### src/hdl/lru_pkg.sv
`timescale 1ns / 1ps
// ----------------------------------------------------------------------------
// lru_pkg: shared types and constants for the LRU page replacement block
// Field widths, configuration register map and the status group passed from
// the compare unit to the sequencer.
// ----------------------------------------------------------------------------
package lru_pkg;

  // Default number of physical frames.
  localparam int FRAME_SLOTS_DEF = 16;

  // Payload widths.
  localparam int PAGE_W       = 16;
  localparam int STAMP_W      = 32;
  localparam int FAULT_CNT_W  = 32;
  localparam int FRAME_USED_W = 4;
  localparam int FRAMES_W     = 5;

  // Reset value of the frame count register.
  localparam logic [FRAMES_W-1:0] FRAMES_RESET = 5'd3;

  // Configuration port.
  localparam int CFG_DATA_W = 32;
  localparam int CFG_ADDR_W = 2;
  localparam logic [CFG_ADDR_W-1:0] ADDR_FRAMES_IN_USE = 2'd0;

  // Outcome flags of one scan over the frames.
  typedef struct packed {
    logic hit;    // page found in a valid frame
    logic empty;  // an empty frame was seen
  } scan_flags_t;

endpackage

### src/hdl/lru_in_if.sv
`timescale 1ns / 1ps
// ----------------------------------------------------------------------------
// lru_in_if: page reference channel
// Valid/ready channel carrying one page number per request.
// ----------------------------------------------------------------------------
interface lru_in_if;

  logic                        valid;
  logic                        ready;
  logic [lru_pkg::PAGE_W-1:0]  page_number;

  modport source (output valid, output page_number, input ready);
  modport sink   (input valid, input page_number, output ready);
  modport mon    (input valid, input page_number, input ready);

endinterface

### src/hdl/lru_out_if.sv
`timescale 1ns / 1ps
// ----------------------------------------------------------------------------
// lru_out_if: replacement result channel
// Valid/ready channel carrying the outcome of one page reference.
// ----------------------------------------------------------------------------
interface lru_out_if;

  logic                              valid;
  logic                              ready;
  logic                              fault;
  logic [lru_pkg::FRAME_USED_W-1:0]  frame_used;
  logic                              evicted_valid;
  logic [lru_pkg::PAGE_W-1:0]        evicted_page;
  logic [lru_pkg::FAULT_CNT_W-1:0]   fault_total;

  modport source (output valid, output fault, output frame_used, output evicted_valid,
                  output evicted_page, output fault_total, input ready);
  modport sink   (input valid, input fault, input frame_used, input evicted_valid,
                  input evicted_page, input fault_total, output ready);
  modport mon    (input valid, input fault, input frame_used, input evicted_valid,
                  input evicted_page, input fault_total, input ready);

endinterface

### src/hdl/lru_page_replacement.sv
`timescale 1ns / 1ps
// ----------------------------------------------------------------------------
// lru_page_replacement: least recently used page replacement engine
// Looks up each page reference in a fully associative set of frames and
// refills an empty frame, or else the least recently used one, on a fault.
// ----------------------------------------------------------------------------
// Usage:
//   in_ch carries one page number per request; out_ch returns one result per
//   request: fault flag, frame used, evicted page and running fault count.
//   The APB-style cfg_ port, pready tied high, holds frames_in_use at byte
//   address 0; write it only while the block is idle, which is not checked.
// Timing:
//   With n active frames (frames_in_use clamped to 1..FRAME_SLOTS), the frame
//   store, a RAM with one read port, is scanned over frames 0..n-1 one frame
//   per cycle through a single compare unit, followed by an update state that
//   writes the chosen frame and registers the result. in_ch.ready rises again
//   as the result is presented; no request is taken while one is in flight.
// Reset:
//   rst_n is synchronous and active low. It empties all frames, clears the
//   reference and fault counters and sets frames_in_use to 3.
// Back-pressure:
//   The result sits in an output register. While it is not taken the block
//   still accepts and scans the next request, then holds it in the update
//   cycle until the output register is free.
// ----------------------------------------------------------------------------
module lru_page_replacement #(
  parameter int FRAME_SLOTS = lru_pkg::FRAME_SLOTS_DEF
) (
  input  logic                             clk,
  input  logic                             rst_n,
  lru_in_if.sink                           in_ch,
  lru_out_if.source                        out_ch,
  input  logic                             cfg_psel,
  input  logic                             cfg_penable,
  input  logic                             cfg_pwrite,
  input  logic [lru_pkg::CFG_ADDR_W-1:0]   cfg_paddr,
  input  logic [lru_pkg::CFG_DATA_W-1:0]   cfg_pwdata,
  output logic [lru_pkg::CFG_DATA_W-1:0]   cfg_prdata,
  output logic                             cfg_pready
);

  localparam int IDX_W   = (FRAME_SLOTS > 1) ? $clog2(FRAME_SLOTS) : 1;
  localparam int CNT_W   = $clog2(FRAME_SLOTS + 1);
  localparam int ENTRY_W = lru_pkg::PAGE_W + lru_pkg::STAMP_W;

  typedef enum logic [2:0] {
    ST_IDLE = 3'b001,
    ST_SCAN = 3'b010,
    ST_UPD  = 3'b100
  } state_t;

  state_t                           state_r, state_nxt;
  logic [lru_pkg::FRAMES_W-1:0]     frames_r;
  logic [FRAME_SLOTS-1:0]           valid_r, valid_nxt;
  logic [lru_pkg::STAMP_W-1:0]      ref_cnt_r, ref_cnt_nxt;
  logic [lru_pkg::FAULT_CNT_W-1:0]  fault_cnt_r, fault_cnt_nxt;
  logic [lru_pkg::PAGE_W-1:0]       page_r;
  logic [CNT_W-1:0]                 iss_r, iss_nxt;
  logic                             ev_vld_r;
  logic [IDX_W-1:0]                 ev_idx_r;

  logic                             out_valid_r, out_valid_nxt;
  logic                             fault_r;
  logic [lru_pkg::FRAME_USED_W-1:0] frame_used_r;
  logic                             ev_valid_r;
  logic [lru_pkg::PAGE_W-1:0]       ev_page_r;

  logic [CNT_W-1:0]                 n_act;
  logic [IDX_W-1:0]                 last_idx;
  logic                             in_acc;
  logic                             issue;
  logic                             commit;
  logic                             cfg_wr;
  logic [ENTRY_W-1:0]               rd_data;
  logic [ENTRY_W-1:0]               wr_data;
  lru_pkg::scan_flags_t             flags;
  logic [IDX_W-1:0]                 sel_idx;
  logic [lru_pkg::PAGE_W-1:0]       old_page;

  // Active frame count, clamped to 1..FRAME_SLOTS.
  always_comb begin
    if (frames_r == '0) begin
      n_act = CNT_W'(1);
    end else if (32'(frames_r) > FRAME_SLOTS) begin
      n_act = CNT_W'(FRAME_SLOTS);
    end else begin
      n_act = CNT_W'(frames_r);
    end
  end

  assign last_idx = IDX_W'(n_act - CNT_W'(1));

  // Configuration port.
  assign cfg_pready = 1'b1;
  assign cfg_wr     = cfg_psel && cfg_penable && cfg_pwrite && cfg_pready
                      && (cfg_paddr == lru_pkg::ADDR_FRAMES_IN_USE);
  assign cfg_prdata = (cfg_paddr == lru_pkg::ADDR_FRAMES_IN_USE)
                      ? lru_pkg::CFG_DATA_W'(frames_r) : '0;

  always_ff @(posedge clk) begin
    if (!rst_n) begin
      frames_r <= lru_pkg::FRAMES_RESET;
    end else if (cfg_wr) begin
      frames_r <= cfg_pwdata[lru_pkg::FRAMES_W-1:0];
    end
  end

  // Handshake terms.
  assign in_ch.ready = (state_r == ST_IDLE);
  assign in_acc      = in_ch.valid && (state_r == ST_IDLE);
  assign issue       = (state_r == ST_SCAN) && (iss_r < n_act);
  assign commit      = (state_r == ST_UPD) && (!out_valid_r || out_ch.ready);

  // Sequencer.
  always_comb begin
    state_nxt = state_r;
    iss_nxt   = iss_r;
    unique case (state_r)
      ST_IDLE: begin
        if (in_acc) begin
          state_nxt = ST_SCAN;
          iss_nxt   = '0;
        end
      end
      ST_SCAN: begin
        if (issue) begin
          iss_nxt = iss_r + CNT_W'(1);
        end
        if (ev_vld_r && (ev_idx_r == last_idx)) begin
          state_nxt = ST_UPD;
        end
      end
      ST_UPD: begin
        if (commit) begin
          state_nxt = ST_IDLE;
        end
      end
      default: begin
        state_nxt = ST_IDLE;
      end
    endcase
  end

  // Frame state and counters, updated once per request.
  always_comb begin
    valid_nxt     = valid_r;
    ref_cnt_nxt   = ref_cnt_r;
    fault_cnt_nxt = fault_cnt_r;
    if (commit) begin
      valid_nxt[sel_idx] = 1'b1;
      ref_cnt_nxt = (ref_cnt_r == '1) ? ref_cnt_r : ref_cnt_r + 1'b1;
      if (!flags.hit) begin
        fault_cnt_nxt = (fault_cnt_r == '1) ? fault_cnt_r : fault_cnt_r + 1'b1;
      end
    end
  end

  // Output register takes the result when it is free or being taken.
  always_comb begin
    out_valid_nxt = out_valid_r;
    if (out_ch.ready) begin
      out_valid_nxt = 1'b0;
    end
    if (commit) begin
      out_valid_nxt = 1'b1;
    end
  end

  always_ff @(posedge clk) begin
    if (!rst_n) begin
      state_r     <= ST_IDLE;
      valid_r     <= '0;
      ref_cnt_r   <= '0;
      fault_cnt_r <= '0;
      out_valid_r <= 1'b0;
      ev_vld_r    <= 1'b0;
      iss_r       <= '0;
    end else begin
      state_r     <= state_nxt;
      valid_r     <= valid_nxt;
      ref_cnt_r   <= ref_cnt_nxt;
      fault_cnt_r <= fault_cnt_nxt;
      out_valid_r <= out_valid_nxt;
      ev_vld_r    <= issue;
      iss_r       <= iss_nxt;
    end
  end

  // Request and result payload.
  always_ff @(posedge clk) begin
    if (in_acc) begin
      page_r <= in_ch.page_number;
    end
    ev_idx_r <= iss_r[IDX_W-1:0];
    if (commit) begin
      fault_r      <= !flags.hit;
      frame_used_r <= lru_pkg::FRAME_USED_W'(sel_idx);
      ev_valid_r   <= !flags.hit && !flags.empty;
      ev_page_r    <= (!flags.hit && !flags.empty) ? old_page : '0;
    end
  end

  assign out_ch.valid         = out_valid_r;
  assign out_ch.fault         = fault_r;
  assign out_ch.frame_used    = frame_used_r;
  assign out_ch.evicted_valid = ev_valid_r;
  assign out_ch.evicted_page  = ev_page_r;
  assign out_ch.fault_total   = fault_cnt_r;

  // Frame store: page number and stamp of each frame.
  assign wr_data = {page_r, ref_cnt_r};

  lru_ram #(
    .WIDTH (ENTRY_W),
    .DEPTH (FRAME_SLOTS)
  ) u_ram (
    .clk     (clk),
    .wr_en   (commit),
    .wr_addr (sel_idx),
    .wr_data (wr_data),
    .rd_en   (issue),
    .rd_addr (iss_r[IDX_W-1:0]),
    .rd_data (rd_data)
  );

  // Shared compare unit, fed one frame per cycle.
  lru_cmp #(
    .FRAME_SLOTS (FRAME_SLOTS)
  ) u_cmp (
    .clk       (clk),
    .rst_n     (rst_n),
    .clear     (in_acc),
    .ent_vld   (ev_vld_r),
    .ent_idx   (ev_idx_r),
    .ent_valid (valid_r[ev_idx_r]),
    .ent_page  (rd_data[ENTRY_W-1:lru_pkg::STAMP_W]),
    .ent_stamp (rd_data[lru_pkg::STAMP_W-1:0]),
    .req_page  (page_r),
    .flags     (flags),
    .sel_idx   (sel_idx),
    .old_page  (old_page)
  );

endmodule

### src/hdl/lru_ram.sv
`timescale 1ns / 1ps
// ----------------------------------------------------------------------------
// lru_ram: generic single-port-write, single-port-read RAM
// One write and one registered read per cycle.
// ----------------------------------------------------------------------------
module lru_ram #(
  parameter int WIDTH = 8,
  parameter int DEPTH = 16
) (
  input  logic                                     clk,
  input  logic                                     wr_en,
  input  logic [((DEPTH > 1) ? $clog2(DEPTH) : 1)-1:0] wr_addr,
  input  logic [WIDTH-1:0]                         wr_data,
  input  logic                                     rd_en,
  input  logic [((DEPTH > 1) ? $clog2(DEPTH) : 1)-1:0] rd_addr,
  output logic [WIDTH-1:0]                         rd_data
);

  logic [WIDTH-1:0] mem [DEPTH];
  logic [WIDTH-1:0] rd_data_r;

  // Write port.
  always_ff @(posedge clk) begin
    if (wr_en) begin
      mem[wr_addr] <= wr_data;
    end
  end

  // Registered read port.
  always_ff @(posedge clk) begin
    if (rd_en) begin
      rd_data_r <= mem[rd_addr];
    end
  end

  assign rd_data = rd_data_r;

endmodule

### src/hdl/lru_cmp.sv
`timescale 1ns / 1ps
// ----------------------------------------------------------------------------
// lru_cmp: shared frame compare unit
// Takes one frame entry per cycle and keeps the first page match, the first
// empty frame and the frame with the smallest stamp seen so far.
// ----------------------------------------------------------------------------
module lru_cmp #(
  parameter int FRAME_SLOTS = lru_pkg::FRAME_SLOTS_DEF
) (
  input  logic                                           clk,
  input  logic                                           rst_n,
  input  logic                                           clear,
  input  logic                                           ent_vld,
  input  logic [((FRAME_SLOTS > 1) ? $clog2(FRAME_SLOTS) : 1)-1:0] ent_idx,
  input  logic                                           ent_valid,
  input  logic [lru_pkg::PAGE_W-1:0]                     ent_page,
  input  logic [lru_pkg::STAMP_W-1:0]                    ent_stamp,
  input  logic [lru_pkg::PAGE_W-1:0]                     req_page,
  output lru_pkg::scan_flags_t                           flags,
  output logic [((FRAME_SLOTS > 1) ? $clog2(FRAME_SLOTS) : 1)-1:0] sel_idx,
  output logic [lru_pkg::PAGE_W-1:0]                     old_page
);

  localparam int IDX_W = (FRAME_SLOTS > 1) ? $clog2(FRAME_SLOTS) : 1;

  logic                         hit_r, hit_nxt;
  logic                         empty_r, empty_nxt;
  logic [IDX_W-1:0]             hit_idx_r, hit_idx_nxt;
  logic [IDX_W-1:0]             empty_idx_r, empty_idx_nxt;
  logic [IDX_W-1:0]             old_idx_r, old_idx_nxt;
  logic [lru_pkg::STAMP_W-1:0]  old_stamp_r, old_stamp_nxt;
  logic [lru_pkg::PAGE_W-1:0]   old_page_r, old_page_nxt;

  // Fold the current entry into the running results.
  always_comb begin
    hit_nxt       = hit_r;
    empty_nxt     = empty_r;
    hit_idx_nxt   = hit_idx_r;
    empty_idx_nxt = empty_idx_r;
    old_idx_nxt   = old_idx_r;
    old_stamp_nxt = old_stamp_r;
    old_page_nxt  = old_page_r;
    if (clear) begin
      hit_nxt   = 1'b0;
      empty_nxt = 1'b0;
    end else if (ent_vld) begin
      if (ent_valid && (ent_page == req_page) && !hit_r) begin
        hit_nxt     = 1'b1;
        hit_idx_nxt = ent_idx;
      end
      if (!ent_valid && !empty_r) begin
        empty_nxt     = 1'b1;
        empty_idx_nxt = ent_idx;
      end
      // Strictly smaller stamp only, so a tie keeps the lower index.
      if ((ent_idx == '0) || (ent_stamp < old_stamp_r)) begin
        old_idx_nxt   = ent_idx;
        old_stamp_nxt = ent_stamp;
        old_page_nxt  = ent_page;
      end
    end
  end

  // Control flags.
  always_ff @(posedge clk) begin
    if (!rst_n) begin
      hit_r   <= 1'b0;
      empty_r <= 1'b0;
    end else begin
      hit_r   <= hit_nxt;
      empty_r <= empty_nxt;
    end
  end

  // Indices and the oldest entry.
  always_ff @(posedge clk) begin
    hit_idx_r   <= hit_idx_nxt;
    empty_idx_r <= empty_idx_nxt;
    old_idx_r   <= old_idx_nxt;
    old_stamp_r <= old_stamp_nxt;
    old_page_r  <= old_page_nxt;
  end

  // A hit wins, then an empty frame, then the least recently used one.
  always_comb begin
    flags.hit   = hit_r;
    flags.empty = empty_r;
    if (hit_r) begin
      sel_idx = hit_idx_r;
    end else if (empty_r) begin
      sel_idx = empty_idx_r;
    end else begin
      sel_idx = old_idx_r;
    end
  end

  assign old_page = old_page_r;

endmodule

### src/flat_wrapper.sv
// flat-port wrapper written by rule: the top's interface ports become plain ports
module lru_page_replacement_flat 
#(
  parameter int FRAME_SLOTS = lru_pkg::FRAME_SLOTS_DEF
)
  (clk, rst_n, cfg_psel, cfg_penable, cfg_pwrite, cfg_paddr, cfg_pwdata, cfg_prdata, cfg_pready, in_ch_valid, in_ch_page_number, in_ch_ready, out_ch_valid, out_ch_fault, out_ch_frame_used, out_ch_evicted_valid, out_ch_evicted_page, out_ch_fault_total, out_ch_ready);
  lru_in_if in_ch_i ();
  lru_out_if out_ch_i ();
  input  logic clk;
  input  logic rst_n;
  input  logic cfg_psel;
  input  logic cfg_penable;
  input  logic cfg_pwrite;
  input  logic [lru_pkg::CFG_ADDR_W-1:0] cfg_paddr;
  input  logic [lru_pkg::CFG_DATA_W-1:0] cfg_pwdata;
  output logic [lru_pkg::CFG_DATA_W-1:0] cfg_prdata;
  output logic cfg_pready;
  input wire logic [$bits(in_ch_i.valid)-1:0] in_ch_valid;
  input wire logic [$bits(in_ch_i.page_number)-1:0] in_ch_page_number;
  output wire logic [$bits(in_ch_i.ready)-1:0] in_ch_ready;
  output wire logic [$bits(out_ch_i.valid)-1:0] out_ch_valid;
  output wire logic [$bits(out_ch_i.fault)-1:0] out_ch_fault;
  output wire logic [$bits(out_ch_i.frame_used)-1:0] out_ch_frame_used;
  output wire logic [$bits(out_ch_i.evicted_valid)-1:0] out_ch_evicted_valid;
  output wire logic [$bits(out_ch_i.evicted_page)-1:0] out_ch_evicted_page;
  output wire logic [$bits(out_ch_i.fault_total)-1:0] out_ch_fault_total;
  input wire logic [$bits(out_ch_i.ready)-1:0] out_ch_ready;
  assign in_ch_i.valid = in_ch_valid;
  assign in_ch_i.page_number = in_ch_page_number;
  assign in_ch_ready = in_ch_i.ready;
  assign out_ch_valid = out_ch_i.valid;
  assign out_ch_fault = out_ch_i.fault;
  assign out_ch_frame_used = out_ch_i.frame_used;
  assign out_ch_evicted_valid = out_ch_i.evicted_valid;
  assign out_ch_evicted_page = out_ch_i.evicted_page;
  assign out_ch_fault_total = out_ch_i.fault_total;
  assign out_ch_i.ready = out_ch_ready;
  lru_page_replacement #(.FRAME_SLOTS(FRAME_SLOTS)) u_core (.clk(clk), .rst_n(rst_n), .in_ch(in_ch_i), .out_ch(out_ch_i), .cfg_psel(cfg_psel), .cfg_penable(cfg_penable), .cfg_pwrite(cfg_pwrite), .cfg_paddr(cfg_paddr), .cfg_pwdata(cfg_pwdata), .cfg_prdata(cfg_prdata), .cfg_pready(cfg_pready));
endmodule
### config.mk
export PLATFORM = sky130hd
export DESIGN_NAME = lru_page_replacement_flat
export DESIGN_NICKNAME = d
export VERILOG_FILES = /design/src/hdl/lru_pkg.sv /design/src/hdl/lru_in_if.sv /design/src/hdl/lru_out_if.sv /design/src/hdl/lru_page_replacement.sv /design/src/hdl/lru_ram.sv /design/src/hdl/lru_cmp.sv /design/src/flat_wrapper.sv
export SDC_FILE = /design/constraint.sdc
export NUM_CORES = 1
export LEC_CHECK = 0
export BUFFER_PORTS_ARGS = -buffer_cell sky130_fd_sc_hd__buf_2
export CAP_MARGIN = 20
export CORE_MARGIN = 8
export CORE_UTILIZATION = 55
export CTS_CLUSTER_SIZE = 20
export DETAILED_ROUTE_END_ITERATION = 16
export PLACE_DENSITY = 0.81
export SLEW_MARGIN = 20
export SYNTH_ARGS = -nofsm -noshare
export SYNTH_HDL_FRONTEND = slang
export SYNTH_SLANG_ARGS = --single-unit
export TNS_END_PERCENT = 50
### constraint.sdc
create_clock -name clk -period 5.9 [get_ports clk]
set_clock_uncertainty 0.15 [all_clocks]
set_input_delay 0.59 -clock clk [delete_from_list [all_inputs] [get_ports clk]]
set_output_delay 0.59 -clock clk [all_outputs]
set_load 0.01 [all_outputs]
==> metrics.txt, run 1 <==
max_slew headroom about a quarter; crit path buf inv count 1; via/cell ratio 6.35; commonest cells after routing, fill and taps aside edfxtp_1, mux4_2, dfxtp_1; setup TNS 0 ns; PortBufs 90; num ports roughly 150; CP arrival roughly 4.3 ns; worst skew pair latency roughly 0.66 ns; Final period util 70.5%; Post-Syn Instances between 1.5k and 2k; Fin Hold WS 0.0549 ns; CTS max path bufs 3; P_leak 14.1 nW; total of max-cap violations 0; pwr/cell area 318 nW/um^2; CP Capture Type flip-flop; Inserted Clock Buffers 94; first-pass GRT wire length 131000 um; cts repair resizes 0; initial antenna violation count 3; vias in the first global route between 20k and 25k; sequential area share after synthesis between 70 and 80%; core footprint ~70000 sq um; Avg Cell Area, Syn 20.3 sq um; DIE AREA 80400 sq um; DRC 0; Post-synth top flop edfxtp_1; CTS tree yes; Initial Utilization between 50% and 60%; H-tree levels 3; unrepaired setup endpoints after global routing no; die width approximately 280 um; DP Wirelength roughly 47000 um; area of the multi-input gates between 9000 and 10000 sq um; crit path max fanout 29; nets approximately 2.2k; Finish-stage setup viols 0; outcome finished, final reports clean; Area Overhead vs Synth 13.2%; Initial DRC Count ~2.2k; clk slew on worst S/H paths approximately 0.070 ns; drt total wl about 90000 um; most used cell, CP nor2_4; Max Slew Vio Count 0; Clk pwr share between 40% and 50%; final instance area between 40000 and 50000 sq um; cell internal pwr 11.4 mW; Crit Path Category reg -> reg; WP data required ~6.1 ns; Post-DP Area 41200 sq um; vias 19.9k; CP Launch Type flip-flop; f_max ~240 MHz; largest vdd supply drop around 0.22 mV; number of post-CTS setup repair buffers 0; worst slew pin tran 1.10 ns; Hold Fails Final Rpt 0; routed len/inst about 28 um; #FFs+latches synth between 1k and 1.5k; asr flop ratio synth 0%; fillcell total 4545; GPL Wtd Cong 0.791; sw frac approximately 20%; Die Height 283 um; Post-synth EDFFs 914; Total GRT Usage a little over a fifth; min-delay worst type in -> reg; Tmin final 4.16 ns; Critical Path Max Stage Delay between 0.9 and 1 ns; share of cells above drive strength 1 25.4%; clk sink count between 1k and 1.5k; Distinct cells, synth 58; FF/Latch Area roughly 30000 sq um; Synth warnings 0; Combinational Power Share 1.1%; ANT nets after route 0; CP top delay family simple AND/OR/NAND/NOR gates; Pre-antenna DRT Iters 5; global route total overflow 0; hold buffers post-CTS 18; commonest non-fill, non-tap cell in the layout edfxtp_1; clk root buf clkbuf_16; Post-Syn Area approximately 40000 sq um; FP Rows 98; P_sw roughly 2.8 mW; CP max stage cell nor2_4; Reg power frac a little under three fifths; largest net degree at the start of global routing 110; cells along the critical path or3b_4 > nor2_4 > nand3_1 > nor2_4 > buf_12
## registers in the layout, summed over array words and instances, names as in the netlist, 5 cells and up
name	count
u_core.out_ch.fault_total	32
u_core.ref_cnt_r	32
u_core.out_ch.evicted_page	16
u_core.page_r	16
u_core.iss_r	5
u_core.u_ram.mem	768
u_core.u_ram.rd_data	48
u_core.u_cmp.old_stamp_r	32
u_core.u_cmp.old_page	16
u_core.valid_r	16
u_core.frames_r	5
## power groups by stage
stage	clock (mW)	sequential, mW	combinational, mW
4_1_cts	6.26	7.83	0.151
3_5_place_dp	0	7.98	0.139
6_report	6.19	7.83	0.151
3_3_place_gp	0	7.98	0.136
2_1_floorplan	0	7.96	0.112
5_1_grt	6.52	7.83	0.163
## metal layers
layer | vias up | global-route usage (%) | part of all wire, %
met1 | 10353 | 28.9 | 39
met3 | 193 | 4.66 | 9.5
met5 | - | 0 | 0
met4 | 0 | 6.74 | 2.9
li1 | 8116 | - | -
met2 | 1206 | 35.5 | 49
## logic make-up (layout without fill, tap and decap cells)
family / Yosys count / count (layout) / share of synthesized area [%]
xor+xnor: 80 / 80 / 1.78
flops: 1015 / 1015 / 74.9
compound gates: 83 / 83 / 1.46
mux: 255 / 255 / 14.3
simple gates: 316 / 316 / 4.62
buf+inv: 144 / 361 / 1.70
other cells: 2 / 30 / 0.0191
fa+ha+maj: 39 / 39 / 1.24
## layout make-up
type	instances	share of cell area (%)
sequential	1015	66.2
multi-input combinational	801	21.2
clock buffer	119	5.72
tap	950	2.67
timing repair buffer	143	2.37
clock inverter	58	1.45
inverter	41	0.346
antenna	2	0.0112
## worst min-delay path: stages
cell     delay (ns)
buf_2          0.08
mux2i_1        0.06
nor2b_1        0.10
## path summary, 6_finish.rpt
check	slack (ns)	from	depth (start not counted)	end
worst min register to register	0.30	u_core.u_ram.rd_data[5]	0	u_core.u_cmp.old_stamp_r[5]
worst max register to register	1.74	u_core.state_r[2]	5	u_core.u_ram.mem[10][24]
worst max-delay path	1.74	u_core.state_r[2]	5	u_core.u_ram.mem[10][24]
worst min-delay path	0.05	cfg_pwdata[2]	3	u_core.frames_r[2]
## metrics by stage
step                      power [mW]  worst slack [ns]  cells  util [%]
final                           14.2              1.74   3129      62.6
after detailed placement        8.12              1.80   2932      57.9
after CTS                       14.2              1.74   3127      62.6
after global routing            14.5              1.60   3127      62.6
after global placement          8.11              1.95   2932      57.9
after floorplan                 8.07              1.30   1960         -
## cell usage after synthesis, drive strengths merged (22+ instances only)
library cell / count / share of area, %
o21ai: 22 / 0.28
nand2: 41 / 0.39
xnor2: 60 / 1.3
nand3: 47 / 0.63
buf: 57 / 0.87
nor2: 31 / 0.30
ha: 39 / 1.2
inv: 41 / 0.39
nand4: 32 / 0.51
dfxtp: 101 / 5.1
and2: 86 / 1.4
edfxtp: 914 / 70
clkbuf: 46 / 0.44
mux4: 245 / 14
No activity file was read; power rests on OpenSTA's default activity.
==> inputs of run 2 (changes only) <==
- clock period: 5.9 -> 3.68 ns (I/O delays scaled with it)
==> run 2 against run 1 <==
First-iteration DRC count increased by 5.3%. Count of clock-buffer cells in the layout increased by 12. Wire length increased by 2.1%. Via count increased by 0.37%. Design area increased by 0.72%. Combinational power increased by 74%. Highest routed layer unchanged. Largest cell class unchanged. Core utilization increased by 0.45 points. Non-clock buffer count increased by 40. Total power increased by 61%.
==> metrics.txt, run 2 (same netlist as run 1, synthesis figures left out) <==
R2R Setup Slk roughly 0.34 ns; min-delay worst type in -> reg; Inserted Clock Buffers 94; P_leak roughly 14 nW; worst slew pin tran ~1.1 ns; unrepaired setup endpoints after global routing no; core footprint ~71000 sq um; pre-CTS setup slack roughly 0.54 ns; crit path max fanout 40; CTS tree yes; FP Rows between 90 and 100; ANT nets after route 0; Crit Path Category reg -> reg; CP Capture Type flip-flop; GPL Wtd Cong approximately 0.80; fillcell total approximately 4.6k; max_slew headroom 28.7%; Hold Fails Final Rpt 0; Pre-antenna DRT Iters 5; CP Launch Type flip-flop; f_max 299 MHz; Tmin final ~3.3 ns; Max Slew Vio Count 0; DIE AREA approximately 80000 sq um; Die Height roughly 280 um; WP data required approximately 3.8 ns; share of cells above drive strength 1 between 20% and 30%; vias 19.9k; largest net degree at the start of global routing between 100 and 150; cts repair resizes 0; first-pass GRT wire length 134000 um; PortBufs 90; num ports 146; DP Cell Count 2968; die width between 200 and 300 um; CP arrival between 3 and 4 ns; max reg flops around 770; DRC 0; clk sink count slightly above 1k; nets roughly 2.2k; Final period util between 90% and 100%; worst setup margin ~0.34 ns; worst skew pair latency between 0.6 and 0.7 ns; drt total wl roughly 90000 um; initial antenna violation count 0; Largest Register u_core.u_ram.mem; DP Wirelength around 48000 um; Total GRT Usage 22.1%; total of max-cap violations 0; vias in the first global route roughly 21k; Initial Utilization between 50 and 60%; non-filler cells in the finished layout approximately 3.2k; global route total overflow 0; largest vdd supply drop 0.401 mV; Initial DRC Count about 2.3k; via/cell ratio 6.29; routed len/inst 28.4 um; clk slew on worst S/H paths roughly 0.07 ns; outcome finished, final reports clean; H-tree levels 3; Finish-stage setup viols 0; commonest non-fill, non-tap cell in the layout edfxtp_1; clk root buf clkbuf_16; Area Overhead vs Synth 14.0%; pwr/cell area approximately 510 nW/um^2; commonest cells after routing, fill and taps aside edfxtp_1, mux4_2, clkbuf_16; CTS max path bufs 3
[run 2: changes by cell type in the layout (fill, tap and decap cells not counted), sizes merged]
cell	delta
diode	-1
inv	+1
buf	+36
clkinv	-5
bufinv	-2
clkinvlp	-6
clkbuf	+12
dlygate4sd3	+4
[run 2: critical path: stages (launching register included)]
cell,delay [ns]
edfxtp_1,0.43
ha_1,0.34
a21oi_1,0.21
o21ai_0,0.19
a2111oi_0,0.36
o21ai_0,0.22
a41o_1,0.37
a211oi_4,0.35
buf_12,0.34
[run 2: worst paths after layout]
check	from	end	cells past startpoint
worst max-delay path	u_core.u_ram.rd_data[9]	u_core.u_cmp.old_stamp_r[14]	8
worst min-delay path	cfg_penable	u_core.frames_r[0]	4
worst max register to register	u_core.u_ram.rd_data[9]	u_core.u_cmp.old_stamp_r[14]	8
worst min register to register	u_core.u_ram.rd_data[17]	u_core.u_cmp.old_stamp_r[17]	0
[run 2: where the power goes]
part / internal, mW / switching, mW
Clock: 5.83 / 4.15
Sequential: 12.5 / 0.0752
Combinational: 0.110 / 0.152
Total: 18.4 / 4.38
[run 2: layer usage]
metal / vias up / wire length (um) / GRT usage, %
li1: 8179 / - / -
met1: 10305 / 33700 / 28.5
met2: 1223 / 44500 / 36.3
met3: 235 / 8190 / 5.03
met4: 0 / 3440 / 9.04
met5: - / 0 / 0
[run 2: metrics by stage]
stage | util, % | TNS (ns) | total power [mW] | hold slack [ns] | instance area (sq um)
global placement | 58.2 | 0 | 13.0 | 0.285 | 41400
CTS | 63.1 | 0 | 22.9 | 0.102 | 44900
detailed placement | 58.2 | 0 | 13.0 | 0.293 | 41400
global route | 63.1 | 0 | 23.3 | 0.162 | 44900
finish | 63.1 | 0 | 22.8 | 0.143 | 44900
floorplan | - | -117.34 | 12.9 | 0.202 | 39500
[run 2: final cells by class]
cell class                 instances  area, sq um  share of cell area, %
clock inverter                    46          468                   1.04
timing repair buffer             183         1370                   3.05
sequential                      1015        29500                   65.7
antenna                            1         2.50                0.00558
inverter                          41          154                  0.343
multi-input combinational        801         9460                   21.1
tap                              950         1190                   2.65
clock buffer                     131         2740                   6.10
[run 2: what timing repair did]
| item | 4_1_cts | 5_1_grt |
|---|---|---|
| setup buffers | 0 | 0 |
| endpoints found under the hold margin | 22 | 0 |
| hold buffers | 22 | 0 |
==> inputs of run 3 (changes only) <==
- ABC_AREA: default -> 1
- ABC_CLOCK_PERIOD_IN_PS: default -> 3680
- CORE_UTILIZATION: 55 -> 56
- PLACE_DENSITY: 0.81 -> 0.82
==> run 3 against run 2 <==
Design area up 3.9%. Combinational power rose to 2.7 times the previous value. Sequential share of layout area down 2.5 points. Register-to-register slack better by 0.38 ns. Non-clock buffer count up 5. Worst setup slack better by 0.38 ns. Synthesized cell count up 72%. Final cell count up 41%. First-iteration DRC count up 45%. Count of clock-buffer cells in the layout down 11. Critical path type unchanged. Largest power group unchanged.
==> metrics.txt, run 3 <==
drt total wl around 100000 um; via/cell ratio about 6.1; max reg flops between 700 and 800; worst skew pair latency 0.66 ns; Fin Hold WS ~0.079 ns; clk slew on worst S/H paths roughly 0.060 ns; largest cells by area after synthesis edfxtp_1, nor2_1, dfxtp_1; Largest Register u_core.u_ram.mem; PortBufs 90; hold path depth 2; Pre-antenna DRT Iters 6; largest net degree at the start of global routing roughly 150; die width around 290 um; Avg Cell Area, Syn about 12 sq um; Synth warnings 0; P_leak around 17 nW; Max Slew Vio Count 0; clk root buf clkbuf_16; Distinct cells, synth 44; CP Capture Type flip-flop; CP Launch Type flip-flop; Post-Syn Area ~41000 sq um; Area Overhead vs Synth 12.4%; number of post-CTS setup repair buffers 0; sequential area share after synthesis a little under three quarters; Post-synth top flop edfxtp_1; outcome finished, final reports clean; pwr/cell area about 510 nW/um^2; total of max-cap violations 0; DP Wirelength 54800 um; Tmin final just under 3 ns; Initial Utilization approximately 57%; Hold Fails Final Rpt 0; clk sink count roughly 1.0k; core footprint between 70000 and 80000 sq um; ANT nets after route 0; worst slew pin tran approximately 1.1 ns; Crit Path Category reg -> reg; #FFs+latches synth approximately 1.0k; routed len/inst ~22 um; area share of the largest cell type after synthesis between 60% and 70%; vias in the first global route 26.4k; hold buffers post-CTS 26; H-tree levels 3; FP Rows slightly below 100; FF/Latch Area around 29000 sq um; crit path max fanout 34; vias 27.2k; Post-synth EDFFs 914; Initial DRC Count 3388; Total GRT Usage 22.9%; Synth area leader edfxtp_1; CTS max path bufs 3; area of the multi-input gates ~10000 sq um; Die Height around 290 um; DIE AREA about 83000 sq um; commonest cells after routing, fill and taps aside edfxtp_1, nor2_1, nand2_1; Post-Syn Instances ~3.3k; GPL Wtd Cong ~0.95; asr flop ratio synth 0%; DRC 0; initial antenna violation count 0; Finish-stage setup viols 0; commonest non-fill, non-tap cell in the layout edfxtp_1; worst setup margin approximately 0.72 ns; global route total overflow 0; unrepaired setup endpoints after global routing no; max_slew headroom about a quarter; fillcell total around 5k; top-count cell post-synth edfxtp_1; WP data required a little over 4 ns; min-delay worst type in -> reg; Inserted Clock Buffers 98; Worst Reg2Reg Path Length in Cells 11; CTS tree yes; largest vdd supply drop around 0.36 mV; share of cells above drive strength 1 between 10 and 15%; CP arrival between 3 and 4 ns; pre-CTS setup slack between 0.8 and 0.9 ns; cts repair resizes 0; most frequent cells after synthesis edfxtp_1, nor2_1, nand2_1, o21ai_0, inv_1; f_max roughly 340 MHz; Final period util 80.4%; first-pass GRT wire length 148000 um; num ports ~150; nets ~3.5k
[run 3: cell types whose count changed after synthesis, sizes merged, moves of 116 or more]
| cell | change |
|---|---|
| o32ai | +116 |
| nand2 | +395 |
| nor2 | +536 |
| inv | +135 |
| mux4 | -245 |
| o21ai | +195 |
[run 3: critical path, cell delays in order, from the launching register on]
cell and delay (ns):
dfxtp_1 0.69, ha_1 0.42, nand3_2 0.15, nor2_4 0.19, nand3_4 0.11, nor2_4 0.15, nand2_1 0.08, nand2_2 0.26
inv_2 0.32, nand3_1 0.15, nand2_1 0.07, a21oi_1 0.16
[run 3: worst paths after layout]
path                            from                          end  slack [ns]
min reg2reg  u_core.u_ram.rd_data[3]  u_core.u_cmp.old_stamp_r[3]        0.31
max reg2reg      u_core.ref_cnt_r[0]         u_core.ref_cnt_r[10]        0.72
min                            rst_n           u_core.frames_r[1]        0.08
max              u_core.ref_cnt_r[0]         u_core.ref_cnt_r[10]        0.72
[run 3: logic make-up after synthesis]
| kind of cell | Yosys count | synth area share (%) |
|---|---|---|
| flip-flops | 1015 | 71.1 |
| AND/OR/NAND/NOR | 1213 | 11.9 |
| AO/OA/AOI/OAI | 549 | 8.73 |
| adder cells (fa/ha/maj) | 39 | 1.18 |
| other | 2 | 0.0181 |
| buffers and inverters | 377 | 4.15 |
| XOR/XNOR | 49 | 1.04 |
| multiplexers | 76 | 1.84 |
[run 3: cell type report]
type	count	share of cell area, %
Sequential cell	1015	63.3
Tap cell	959	2.58
Multi-Input combinational cell	1954	22.3
Inverter	177	1.44
Clock inverter	64	1.57
Antenna cell	1	0.00537
Clock buffer	120	5.59
Timing Repair Buffer	188	3.28
[run 3: layer usage]
metal	up-vias	wire, um	global-route usage [%]
met5	-	0	0
met4	0	3320	8.95
met3	243	8730	3.26
met2	1501	49100	39.9
met1	13224	37000	29.0
li1	12186	-	-
[run 3: per-stage QoR]
stage / util, % / setup TNS [ns] / cells / power [mW] / area [sq um]
finish: 63.7 / 0 / 4478 / 23.7 / 46600
detailed placement: 58.8 / 0 / 4267 / 13.6 / 43000
global placement: 58.8 / 0 / 4267 / 13.6 / 43000
CTS: 63.7 / 0 / 4477 / 23.8 / 46600
floorplan: - / -22.69 / 3346 / 13.4 / 41500
global route: 63.7 / 0 / 4477 / 24.3 / 46600
[run 3: power breakdown]
part           total, mW  switching [mW]  internal [mW]
sequential          12.7           0.131           12.6
clock               10.3            4.33           5.99
combinational      0.715           0.486          0.229
